### src/rtl/fswtt_pkg.sv
// Shared types, widths and codes for the foot switch tap tempo and mode control.
// Used by every module of the block; depends on nothing.
`timescale 1ns / 1ps
`default_nettype none

package fswtt_pkg;

  localparam int CNT_W_DEF  = 24;
  localparam int OUT_W      = 24;
  localparam int PRESS_W    = 16;
  localparam int LONG3_W    = 18;
  localparam int TAP_W      = 20;
  localparam int CFG_DATA_W = 20;
  localparam int CFG_IDX_W  = 3;
  localparam int MODE_W     = 2;

  localparam logic [PRESS_W-1:0] SHORT_RST   = 16'd40;
  localparam logic [PRESS_W-1:0] LONG_RST    = 16'd3000;
  localparam logic [LONG3_W-1:0] LONG3_RST   = 18'd9000;
  localparam logic [TAP_W-1:0]   TAP_MIN_RST = 20'd300;
  localparam logic [TAP_W-1:0]   TAP_MAX_RST = 20'd6000;

  localparam logic [MODE_W-1:0] CODE_NORMAL = 2'd0;
  localparam logic [MODE_W-1:0] CODE_TAP    = 2'd1;
  localparam logic [MODE_W-1:0] CODE_TUNER  = 2'd2;

  typedef enum logic [CFG_IDX_W-1:0] {
    REG_SHORT_PRESS = 3'd0,
    REG_LONG_PRESS  = 3'd1,
    REG_TAP_MIN     = 3'd2,
    REG_TAP_MAX     = 3'd3,
    REG_TAP_EN      = 3'd4,
    REG_TUNER_EN    = 3'd5
  } cfg_idx_t;

  typedef enum logic [2:0] {
    MODE_NORMAL = 3'b001,
    MODE_TAP    = 3'b010,
    MODE_TUNER  = 3'b100
  } mode_t;

  typedef struct packed {
    logic [PRESS_W-1:0] short_ticks;
    logic [PRESS_W-1:0] long_ticks;
    logic [LONG3_W-1:0] long3_ticks;
    logic [TAP_W-1:0]   tap_min;
    logic [TAP_W-1:0]   tap_max;
    logic               tap_en;
    logic               tuner_en;
  } cfg_t;

  typedef struct packed {
    logic [MODE_W-1:0] op_mode;
    logic              effect_enabled;
    logic [OUT_W-1:0]  tap_interval;
    logic              mute_pulse;
    logic [OUT_W-1:0]  ticks_since_mark;
  } res_t;

  function automatic logic [MODE_W-1:0] mode_code(mode_t m);
    logic [MODE_W-1:0] c;
    c = CODE_TUNER;
    if (m == MODE_NORMAL) begin
      c = CODE_NORMAL;
    end else if (m == MODE_TAP) begin
      c = CODE_TAP;
    end
    return c;
  endfunction

endpackage

`default_nettype wire

### src/rtl/footswitch_tap_tempo_mode_control.sv
// Top level of the foot switch tap tempo and mode control.
// Depends on fswtt_pkg, fswtt_cfg, fswtt_core and fswtt_obuf.
//
// Each transfer on the input channel is one tick (one audio block) with the foot switch
// level, and produces exactly one result transfer with the mode, effect state, accepted
// tap interval, tuner mute pulse and ticks since the last mark. The state update is a
// single pass of compare and increment logic from the state registers into a two-entry
// result buffer, so a new tick is accepted every cycle as long as the result side keeps
// up; in_ready drops only when both buffer entries are full. Intervals and press lengths
// are counted in ticks, with COUNT_WIDTH-bit saturating counters. Configuration writes
// take effect at once and are meant to happen while idle.
`timescale 1ns / 1ps
`default_nettype none

module footswitch_tap_tempo_mode_control #(
  parameter int COUNT_WIDTH = fswtt_pkg::CNT_W_DEF
) (
  input  wire                                     clk,
  input  wire                                     rst,
  input  wire                                     wr_en,
  input  wire  [fswtt_pkg::CFG_IDX_W-1:0]         wr_index,
  input  wire  [fswtt_pkg::CFG_DATA_W-1:0]        wr_data,
  input  wire                                     in_valid,
  output logic                                    in_ready,
  input  wire                                     foot_pressed,
  output logic                                    out_valid,
  input  wire                                     out_ready,
  output logic [fswtt_pkg::MODE_W-1:0]            op_mode,
  output logic                                    effect_enabled,
  output logic [fswtt_pkg::OUT_W-1:0]             tap_interval,
  output logic                                    mute_pulse,
  output logic [fswtt_pkg::OUT_W-1:0]             ticks_since_mark
);
  import fswtt_pkg::*;

  cfg_t cfg;
  res_t core_res;
  res_t out_res;
  logic accept;

  assign accept = in_valid && in_ready;

  fswtt_cfg u_cfg (
    .clk      (clk),
    .rst      (rst),
    .wr_en    (wr_en),
    .wr_index (wr_index),
    .wr_data  (wr_data),
    .cfg      (cfg)
  );

  fswtt_core #(
    .COUNT_WIDTH (COUNT_WIDTH)
  ) u_core (
    .clk          (clk),
    .rst          (rst),
    .accept       (accept),
    .foot_pressed (foot_pressed),
    .cfg          (cfg),
    .res          (core_res)
  );

  fswtt_obuf u_obuf (
    .clk       (clk),
    .rst       (rst),
    .push      (accept),
    .push_data (core_res),
    .can_push  (in_ready),
    .out_valid (out_valid),
    .out_ready (out_ready),
    .out_data  (out_res)
  );

  assign op_mode          = out_res.op_mode;
  assign effect_enabled   = out_res.effect_enabled;
  assign tap_interval     = out_res.tap_interval;
  assign mute_pulse       = out_res.mute_pulse;
  assign ticks_since_mark = out_res.ticks_since_mark;

  a_full_has_output: assert property (@(posedge clk) disable iff (rst)
    !in_ready |-> out_valid)
    else $error("Result buffer is full while no result is offered.");

  a_accept_gives_output: assert property (@(posedge clk) disable iff (rst)
    accept |=> out_valid)
    else $error("An accepted tick left no result to offer.");

  a_mute_in_tuner: assert property (@(posedge clk) disable iff (rst)
    (out_valid && mute_pulse) |-> (op_mode == CODE_TUNER))
    else $error("Mute pulse outside tuner entry.");

  a_normal_no_interval: assert property (@(posedge clk) disable iff (rst)
    (out_valid && op_mode == CODE_NORMAL) |-> (tap_interval == '0))
    else $error("Tap interval held in normal mode.");

endmodule

`default_nettype wire

### src/rtl/fswtt_cfg.sv
// Configuration register file of the tap tempo and mode control.
// Depends on fswtt_pkg; also keeps three times the long threshold ready.
`timescale 1ns / 1ps
`default_nettype none

module fswtt_cfg (
  input  wire                                clk,
  input  wire                                rst,
  input  wire                                wr_en,
  input  wire  [fswtt_pkg::CFG_IDX_W-1:0]    wr_index,
  input  wire  [fswtt_pkg::CFG_DATA_W-1:0]   wr_data,
  output fswtt_pkg::cfg_t                    cfg
);
  import fswtt_pkg::*;

  cfg_t regs;
  logic [PRESS_W-1:0] wr_long;

  assign wr_long = wr_data[PRESS_W-1:0];
  assign cfg = regs;

  always_ff @(posedge clk) begin
    if (rst) begin
      regs.short_ticks <= SHORT_RST;
      regs.long_ticks  <= LONG_RST;
      regs.long3_ticks <= LONG3_RST;
      regs.tap_min     <= TAP_MIN_RST;
      regs.tap_max     <= TAP_MAX_RST;
      regs.tap_en      <= 1'b1;
      regs.tuner_en    <= 1'b1;
    end else if (wr_en) begin
      unique case (cfg_idx_t'(wr_index))
        REG_SHORT_PRESS: regs.short_ticks <= wr_data[PRESS_W-1:0];
        REG_LONG_PRESS: begin
          regs.long_ticks  <= wr_long;
          regs.long3_ticks <= LONG3_W'(wr_long) + LONG3_W'({wr_long, 1'b0});
        end
        REG_TAP_MIN:  regs.tap_min  <= wr_data[TAP_W-1:0];
        REG_TAP_MAX:  regs.tap_max  <= wr_data[TAP_W-1:0];
        REG_TAP_EN:   regs.tap_en   <= wr_data[0];
        REG_TUNER_EN: regs.tuner_en <= wr_data[0];
        default: ;
      endcase
    end
  end

endmodule

`default_nettype wire

### src/rtl/fswtt_core.sv
// Per-tick state update: press and elapsed counters, mode, effect and intervals.
// Depends on fswtt_pkg; the result is formed combinationally from the next state.
`timescale 1ns / 1ps
`default_nettype none

module fswtt_core #(
  parameter int COUNT_WIDTH = fswtt_pkg::CNT_W_DEF
) (
  input  wire              clk,
  input  wire              rst,
  input  wire              accept,
  input  wire              foot_pressed,
  input  fswtt_pkg::cfg_t  cfg,
  output fswtt_pkg::res_t  res
);
  import fswtt_pkg::*;

  localparam int CMP_W = (COUNT_WIDTH > TAP_W) ? COUNT_WIDTH : TAP_W;
  localparam logic [COUNT_WIDTH-1:0] CNT_MAX = '1;

  logic [COUNT_WIDTH-1:0] press_length, press_length_next;
  logic [COUNT_WIDTH-1:0] elapsed_ticks, elapsed_ticks_next;
  mode_t                  mode_reg, mode_reg_next;
  logic                   effect_on_reg, effect_on_reg_next;
  logic [COUNT_WIDTH-1:0] captured_interval, captured_interval_next;
  logic [TAP_W-1:0]       accepted_interval, accepted_interval_next;
  logic                   mute;

  logic [COUNT_WIDTH-1:0] elapsed_inc, press_inc;
  logic [COUNT_WIDTH-1:0] short_ext, long_ext, long3_ext;
  logic                   in_bounds;
  logic [OUT_W-1:0]       ticks_out;

  assign elapsed_inc = (elapsed_ticks == CNT_MAX) ? elapsed_ticks : elapsed_ticks + 1'b1;
  assign press_inc   = (press_length == CNT_MAX) ? press_length : press_length + 1'b1;
  assign short_ext   = COUNT_WIDTH'(cfg.short_ticks);
  assign long_ext    = COUNT_WIDTH'(cfg.long_ticks);
  assign long3_ext   = COUNT_WIDTH'(cfg.long3_ticks);
  assign in_bounds   = (CMP_W'(cfg.tap_min) < CMP_W'(captured_interval)) &&
                       (CMP_W'(captured_interval) < CMP_W'(cfg.tap_max));

  always_comb begin
    press_length_next      = press_length;
    elapsed_ticks_next     = elapsed_inc;
    mode_reg_next          = mode_reg;
    effect_on_reg_next     = effect_on_reg;
    captured_interval_next = captured_interval;
    accepted_interval_next = accepted_interval;
    mute                   = 1'b0;
    if (foot_pressed) begin
      press_length_next = press_inc;
      if (mode_reg == MODE_TAP && press_inc == short_ext) begin
        captured_interval_next = elapsed_inc;
        elapsed_ticks_next     = '0;
      end
      if (press_inc == long_ext) begin
        if (mode_reg == MODE_NORMAL) begin
          if (cfg.tap_en) begin
            mode_reg_next      = MODE_TAP;
            elapsed_ticks_next = '0;
          end
        end else begin
          mode_reg_next          = MODE_NORMAL;
          accepted_interval_next = '0;
        end
      end
      if (press_inc == long3_ext && mode_reg_next == MODE_TAP && cfg.tuner_en) begin
        mode_reg_next = MODE_TUNER;
        mute          = 1'b1;
      end
    end else begin
      if (press_length >= short_ext && press_length < long_ext) begin
        if (mode_reg == MODE_NORMAL) begin
          effect_on_reg_next = ~effect_on_reg;
        end else if (mode_reg == MODE_TAP) begin
          accepted_interval_next = in_bounds ? TAP_W'(captured_interval) : '0;
        end
      end
      press_length_next = '0;
    end
  end

  generate
    if (COUNT_WIDTH > OUT_W) begin : g_sat
      assign ticks_out = (|elapsed_ticks_next[COUNT_WIDTH-1:OUT_W]) ? '1 :
                         elapsed_ticks_next[OUT_W-1:0];
    end else begin : g_ext
      assign ticks_out = OUT_W'(elapsed_ticks_next);
    end
  endgenerate

  assign res.op_mode          = mode_code(mode_reg_next);
  assign res.effect_enabled   = effect_on_reg_next;
  assign res.tap_interval     = OUT_W'(accepted_interval_next);
  assign res.mute_pulse       = mute;
  assign res.ticks_since_mark = ticks_out;

  always_ff @(posedge clk) begin
    if (rst) begin
      press_length      <= '0;
      elapsed_ticks     <= '0;
      mode_reg          <= MODE_NORMAL;
      effect_on_reg     <= 1'b0;
      captured_interval <= '0;
      accepted_interval <= '0;
    end else if (accept) begin
      press_length      <= press_length_next;
      elapsed_ticks     <= elapsed_ticks_next;
      mode_reg          <= mode_reg_next;
      effect_on_reg     <= effect_on_reg_next;
      captured_interval <= captured_interval_next;
      accepted_interval <= accepted_interval_next;
    end
  end

endmodule

`default_nettype wire

### src/rtl/fswtt_obuf.sv
// Two-entry result buffer: an output register with a skid register behind it.
// Depends on fswtt_pkg for the result type.
`timescale 1ns / 1ps
`default_nettype none

module fswtt_obuf (
  input  wire              clk,
  input  wire              rst,
  input  wire              push,
  input  fswtt_pkg::res_t  push_data,
  output logic             can_push,
  output logic             out_valid,
  input  wire              out_ready,
  output fswtt_pkg::res_t  out_data
);
  import fswtt_pkg::*;

  res_t skid_data;
  logic skid_valid;
  logic pop;

  assign pop      = out_valid && out_ready;
  assign can_push = !skid_valid;

  always_ff @(posedge clk) begin
    if (rst) begin
      out_valid  <= 1'b0;
      skid_valid <= 1'b0;
    end else if (skid_valid) begin
      if (pop) begin
        out_valid  <= 1'b1;
        skid_valid <= 1'b0;
      end
    end else if (push) begin
      if (!out_valid || pop) begin
        out_valid <= 1'b1;
      end else begin
        skid_valid <= 1'b1;
      end
    end else if (pop) begin
      out_valid <= 1'b0;
    end
  end

  always_ff @(posedge clk) begin
    if (skid_valid) begin
      if (pop) begin
        out_data <= skid_data;
      end
    end else if (push) begin
      if (!out_valid || pop) begin
        out_data <= push_data;
      end else begin
        skid_data <= push_data;
      end
    end
  end

endmodule

`default_nettype wire

### config.mk
export PLATFORM = sky130hd
export DESIGN_NAME = footswitch_tap_tempo_mode_control
export DESIGN_NICKNAME = d
export VERILOG_FILES = /design/src/rtl/fswtt_pkg.sv /design/src/rtl/footswitch_tap_tempo_mode_control.sv /design/src/rtl/fswtt_cfg.sv /design/src/rtl/fswtt_core.sv /design/src/rtl/fswtt_obuf.sv
export SDC_FILE = /design/constraint.sdc
export NUM_CORES = 1
export LEC_CHECK = 0
export BUFFER_PORTS_ARGS = -buffer_cell sky130_fd_sc_hd__buf_2
export CAP_MARGIN = 10
export CORE_MARGIN = 1.5
export CORE_UTILIZATION = 35
export CTS_CLUSTER_SIZE = 25
export DETAILED_ROUTE_END_ITERATION = 10
export HOLD_SLACK_MARGIN = 0.08
export PLACE_DENSITY = 0.48
export SETUP_SLACK_MARGIN = 0.15
export SLEW_MARGIN = 40
export SYNTH_ARGS = -nofsm -noshare
export SYNTH_HDL_FRONTEND = slang
export SYNTH_SLANG_ARGS = --single-unit
### constraint.sdc
create_clock -name clk -period 6.9 [get_ports clk]
set_clock_uncertainty 0.05 [all_clocks]
set_input_delay 0.345 -clock clk [delete_from_list [all_inputs] [get_ports clk]]
set_output_delay 0.345 -clock clk [all_outputs]
set_load 0.1 [all_outputs]
* Yosys cells after proc, flatten, opt, wreduce, memory -nomap -nowiden
Index checks and enable logic that the tools add are counted.
** Word-level totals
- Flip-flop bits (word level) :: 290
- Input port bits :: 29
- Output and inout bits :: 54
- Word-level logic and storage cells :: 117
** Operators by class
- Add/subtract/negate cells :: 3
- $lt $le $gt $ge :: 4
- Equality and inequality tests :: 17
- Mux-type cells :: 41
- Bitwise operators :: 3
- Reduce and logical (&&, ||, !) cells :: 24
** Operators with widths (count)
- two-way mux 52 bit :: 4
- two-way mux 24 bit :: 8
- two-way mux 20 bit :: 7
- adder 24 x 1 -> 24 bit (second input constant) :: 2
- == test 24 x 16 -> 1 bit :: 2
- == test 24 bit (second input constant) :: 2
- == test 24 x 18 -> 1 bit :: 1
- >= comparator 24 x 16 -> 1 bit :: 1
- < comparator 20 x 24 -> 1 bit :: 1
- < comparator 24 x 16 -> 1 bit :: 1
- < comparator 24 x 20 -> 1 bit :: 1
- adder 16 x 17 -> 18 bit :: 1
- two-way mux 3 bit :: 6
- == test 3 x 2 -> 1 bit (second input constant) :: 5
- two-way mux 1 bit :: 14
- AND reduction 2 bit :: 6
- AND reduction 3 bit :: 4
- == test 3 x 1 -> 1 bit (second input constant) :: 3
- logical AND 1 bit :: 7
- == test 3 bit (second input constant) :: 2
- nonzero test 2 bit :: 3
- two-way mux 2 bit :: 2
- logical NOT 3 bit :: 1
- != test 3 x 1 -> 1 bit (second input constant) :: 1
- 4 further kinds :: 7

* Longest topological paths before layout
- Depth in word-level cells :: 16
- Depth in mapped cells :: 16
- Mapped depth without buffers :: 13

* Cells and area by module
From an unflattened synthesis, not the netlist that was laid out.
** Second synthesis, totals
- Cells, all modules :: 1965
- Area, all modules :: 17434.2 um^2
** By module, submodules not included
- fswtt_core :: times used 1, cells an instance 1286, area an instance 9570.4 um^2, sequential area each 1921.8 um^2
- fswtt_cfg :: times used 1, cells an instance 503, area an instance 3985.1 um^2, sequential area each 1821.7 um^2
- fswtt_obuf :: times used 1, cells an instance 175, area an instance 3872.5 um^2, sequential area each 3163.0 um^2
- footswitch_tap_tempo_mode_control :: times used 1, cells an instance 1, area an instance 6.3 um^2, sequential area each 0.0 um^2

* Worst setup path before layout
No wires, ideal clock.
- Kind :: reg2reg
- Start point :: register u_obuf.out_valid
- End point :: register u_obuf.out_data[0] (netlist name), enable pin
- Setup time :: 0.470 ns
- Arrival time :: 3.530 ns
- Data required time :: 6.380 ns
- Setup slack :: 2.851 ns
- Cell stages (with the launch flop) :: 3
- Buffers on the path :: 0
- Period minus slack after synthesis :: 4.049 ns
- Cells stage by stage :: dfxtp_1 > a21oi_1 > a21oi_1
** Between the ends
- Cells in the longest elaborated chain, start to end :: 4
- Elaborated cells on any way between the ends :: 6
- Those cells by class :: 1 x eq/ne; 5 x reduce/logical
** Ends and longest elaborated chain
- start, declared :: RTL line fswtt_obuf.sv:12 : output logic out_valid,
- start signal, assigned :: RTL line fswtt_obuf.sv:27 : out_valid <= 1'b0;
- start signal, assigned :: RTL line fswtt_obuf.sv:31 : out_valid <= 1'b1;
- start signal, assigned :: RTL line fswtt_obuf.sv:36 : out_valid <= 1'b1;
- logical NOT 1 bit or logical AND 1 bit (tied branches) :: RTL line fswtt_obuf.sv:51, fswtt_obuf.sv:22
- logical OR 1 bit :: RTL line fswtt_obuf.sv:51 : if (!out_valid || pop) begin
- nonzero test 2 bit (no source line)
- AND reduction 3 bit (no source line) *
- end signal, assigned :: RTL line fswtt_obuf.sv:48 : out_data <= skid_data;
- end signal, assigned :: RTL line fswtt_obuf.sv:52 : out_data <= push_data;
- end, declared :: RTL line fswtt_obuf.sv:14 : output fswtt_pkg::res_t out_data
Mark *: on every way between the ends. The rest lies on a longest branch, timed or not.
A chain may end at the register's enable or synchronous reset.

==> reports/qor.yml <==
run_status:
  status: "finished clean"
floorplanning:
  die_y_um: 217
  die_area_um2: 47200
  die_w_um: 217
  fp-row-count: 78
  start_util_pct: 35.5
  ios: 83
  fp.coreArea_um2: 45300
power_and_ir_drop:
  power_w: 0.00414
  leakagePower_nw: 7.24
  irDropWorstVdd_v: 0.000156
  power_density_nw_per_um2: 226
sta:
  maxSlewViolCount: 0
  hold_viol: 0
  tightest_slew_ps: 903
  rsz0062_at_grt: "false"
  setup_viol: 0
  whs_ps: 106
  slew_headroom_pct: 38.2
  period_minus_slack_ps: 5320
  finalCritPeriodShare_pct: 77.1
  setup_tns_ps: 0
  fmax_ghz: 0.188
synth:
  muxShareOfSynthArea_pct: 5.30
  synth.distinct_cells: 80
  synth-seq-area-share_pct: 41.5
  synth_top_family_by_area: "simple AND/OR/NAND/NOR gates"
  synthFlopType: "dfxtp_1"
  syn_avg_cell_area_um2: 8.85
  synthSimpleGateAreaFrac_pct: 19.2
  netlist_area_um2: 16100
  async_reset_ff_share_pct: 0
  synth_compound_area_share_pct: 17.5
  ys_ff_latch: 285
  ys_warn_count: 0
  synth_xor_area_share_pct: 4.26
  synth-edff-count: 96
  synthAdderAreaFrac_pct: 6.98
  netlist_instances: 1815
layout:
  final_cell_mix: "nand2_1, dfxtp_1, a21oi_1"
  drive_gt1_share_pct: 12.5
  final_util_pct: 40.4
  largest_reg_flops: 91
  mostFrequentLayoutCell: "nand2_1"
  area_delta_synth_final_pct: 13.9
  nets: 1986
routing:
  dr_total_vias: 13804
  viasPerCell: 5.53
  first_pass_iters: 6
  drc: 0
  drt_iter0_drc: 1258
  drt-wirelength-per-cell_um: 22.6
  wl_um: 56500
  drt.antenna.violating_nets: 0
clock_network:
  cts.sinks: 285
  clk_path_buf_depth: 3
  root_buffer: "clkbuf_16"
  htree_levels: 2
  numCtsBuffers: 36
  cts_tree: "done"
  insertion_delay_ps: 570
  clk_pin_slew_ps: 60
  cts_repair_resize_count: 0
placed_design:
  io_buffers: 78
  place.gp.congestion: 0.957
  dp_hpwl_um: 41000
worst_setup_path:
  cp-start-kind: "flip-flop"
  r2r_end: "u_obuf.out_data[34]$_DFFE_PP_"
  worstSetupPathType: "reg -> reg"
  crit_arrival_ps: 5560
  required_ps: 7140
  crit_fanout: 40
  endpoint: "u_obuf.out_data[34]$_DFFE_PP_"
  worst-r2r-setup-slack_ps: 1580
  r2r-start: "u_core.press_length[1]$_SDFFE_PP0P_"
  crit_path_start: "u_core.press_length[1]$_SDFFE_PP0P_"
  reg2reg_depth: 12
  endpoint_kind: "flip-flop"
grt:
  antenna_found_initial: 0
  grt_max_degree: 53
  overflow: 0
  grt.total_usage_pct: 23.9
  grt_pass1_wl_um: 85000
  grt_pass1_vias: 13084
hold_path:
  hp-start: "wr_data[7]"
  hold_path_class: "in -> reg"
flow_run:
  maxCapViolations: 0
-- per-stage QoR --
| stage | worst slack [ps] | instance area [um2] | instances |
|---|---|---|---|
| CTS | 1550 | 18300 | 2495 |
| finish | 1580 | 18300 | 2496 |
| detailed placement | 1560 | 17000 | 2417 |
| global route | 1370 | 18300 | 2495 |
| global placement | 1650 | 17000 | 2415 |
| floorplan | 2850 | 16100 | 1818 |
-- timing repair --
| action | 4_1_cts | 5_1_grt |
|---|---|---|
| buffers inserted | 0 | 0 |
| hold buffers | 13 | 0 |
| hold endpoints to repair | 27 | 0 |
-- per-layer routing --
layer  global-route usage (%)  part of all wire, %  vias up
met5                        0                    0        -
met2                     34.7                   41      372
li1                         -                    -     6627
met3                     2.82                  5.3       92
met4                     7.57                  2.8        0
met1                     36.5                   50     6713
-- kinds of logic after synthesis --
| logic type | after synthesis |
|---|---|
| other cells | 1 |
| xor+xnor | 75 |
| simple gates | 639 |
| fa+ha+maj | 89 |
| buf+inv | 212 |
| compound gates | 435 |
| flops | 285 |
| mux | 79 |
-- cells in the mapped netlist (8+ instances only) --
cell	count	area, um2
inv_1	104	390
nor2_1	123	462
nor2b_1	14	87.6
or3_1	8	50.1
buf_1	9	33.8
clkbuf_1	77	289
nand3_1	44	220
edfxtp_1	96	2880
a22o_1	18	158
o211ai_1	27	203
buf_2	14	70.1
a2111oi_0	8	70.1
a211oi_1	14	105
and3_1	18	113
a21o_1	41	308
a21oi_1	148	741
ha_1	88	1100
dfxtp_1	189	3780
mux2i_1	31	310
a31oi_1	20	125
and2_1	35	219
nor3_1	36	180
xnor2_1	54	473
xor2_1	19	166
mux2_2	48	541
nand4_1	32	200
o21ai_0	75	375
nand3b_1	11	82.6
nand2b_1	9	56.3
and4_1	9	78.8
nand2_1	254	953
nor4_1	20	125
-- worst max-delay path, cell delays in order, from the launching register on --
cell and delay (ps):
dfxtp_1 600, ha_1 440, and3_1 390, nand4_1 480, nor3_1 730, nor3_1 100, a211o_1 330, or4_1 720
nor3_4 270, a32oi_2 140, buf_4 300, a21o_1 240, mux2_2 270
-- how the worst min path moves through the flow --
stage                                       endpoint  slack (ps)  depth (start not counted)
after floorplan           u_cfg.cfg[22]$_SDFFE_PP0P_         380                          2
after global placement    u_cfg.cfg[22]$_SDFFE_PP0P_         390                          2
after detailed placement  u_cfg.cfg[22]$_SDFFE_PP0P_         400                          2
after CTS                 u_cfg.cfg[27]$_SDFFE_PP1P_          80                          3
after global routing      u_cfg.cfg[27]$_SDFFE_PP1P_         110                          3
final                      u_cfg.cfg[9]$_SDFFE_PP0P_         110                          3
-- where the power goes --
part           internal [W]  switching (W)
clock network       0.00104       0.000776
registers           0.00179      0.0000345
logic              0.000119       0.000383
total               0.00294        0.00119
-- final cells by class --
cell class | count | area, um2
Fill cell | 4685 | 27000
Multi-Input combinational cell | 1321 | 8640
Sequential cell | 285 | 6670
Clock buffer | 54 | 1030
Tap cell | 600 | 751
Timing Repair Buffer | 120 | 741
Inverter | 104 | 390
Clock inverter | 11 | 78.8
Antenna cell | 1 | 2.50
Note: power is estimated with default switching activity, not from simulation.
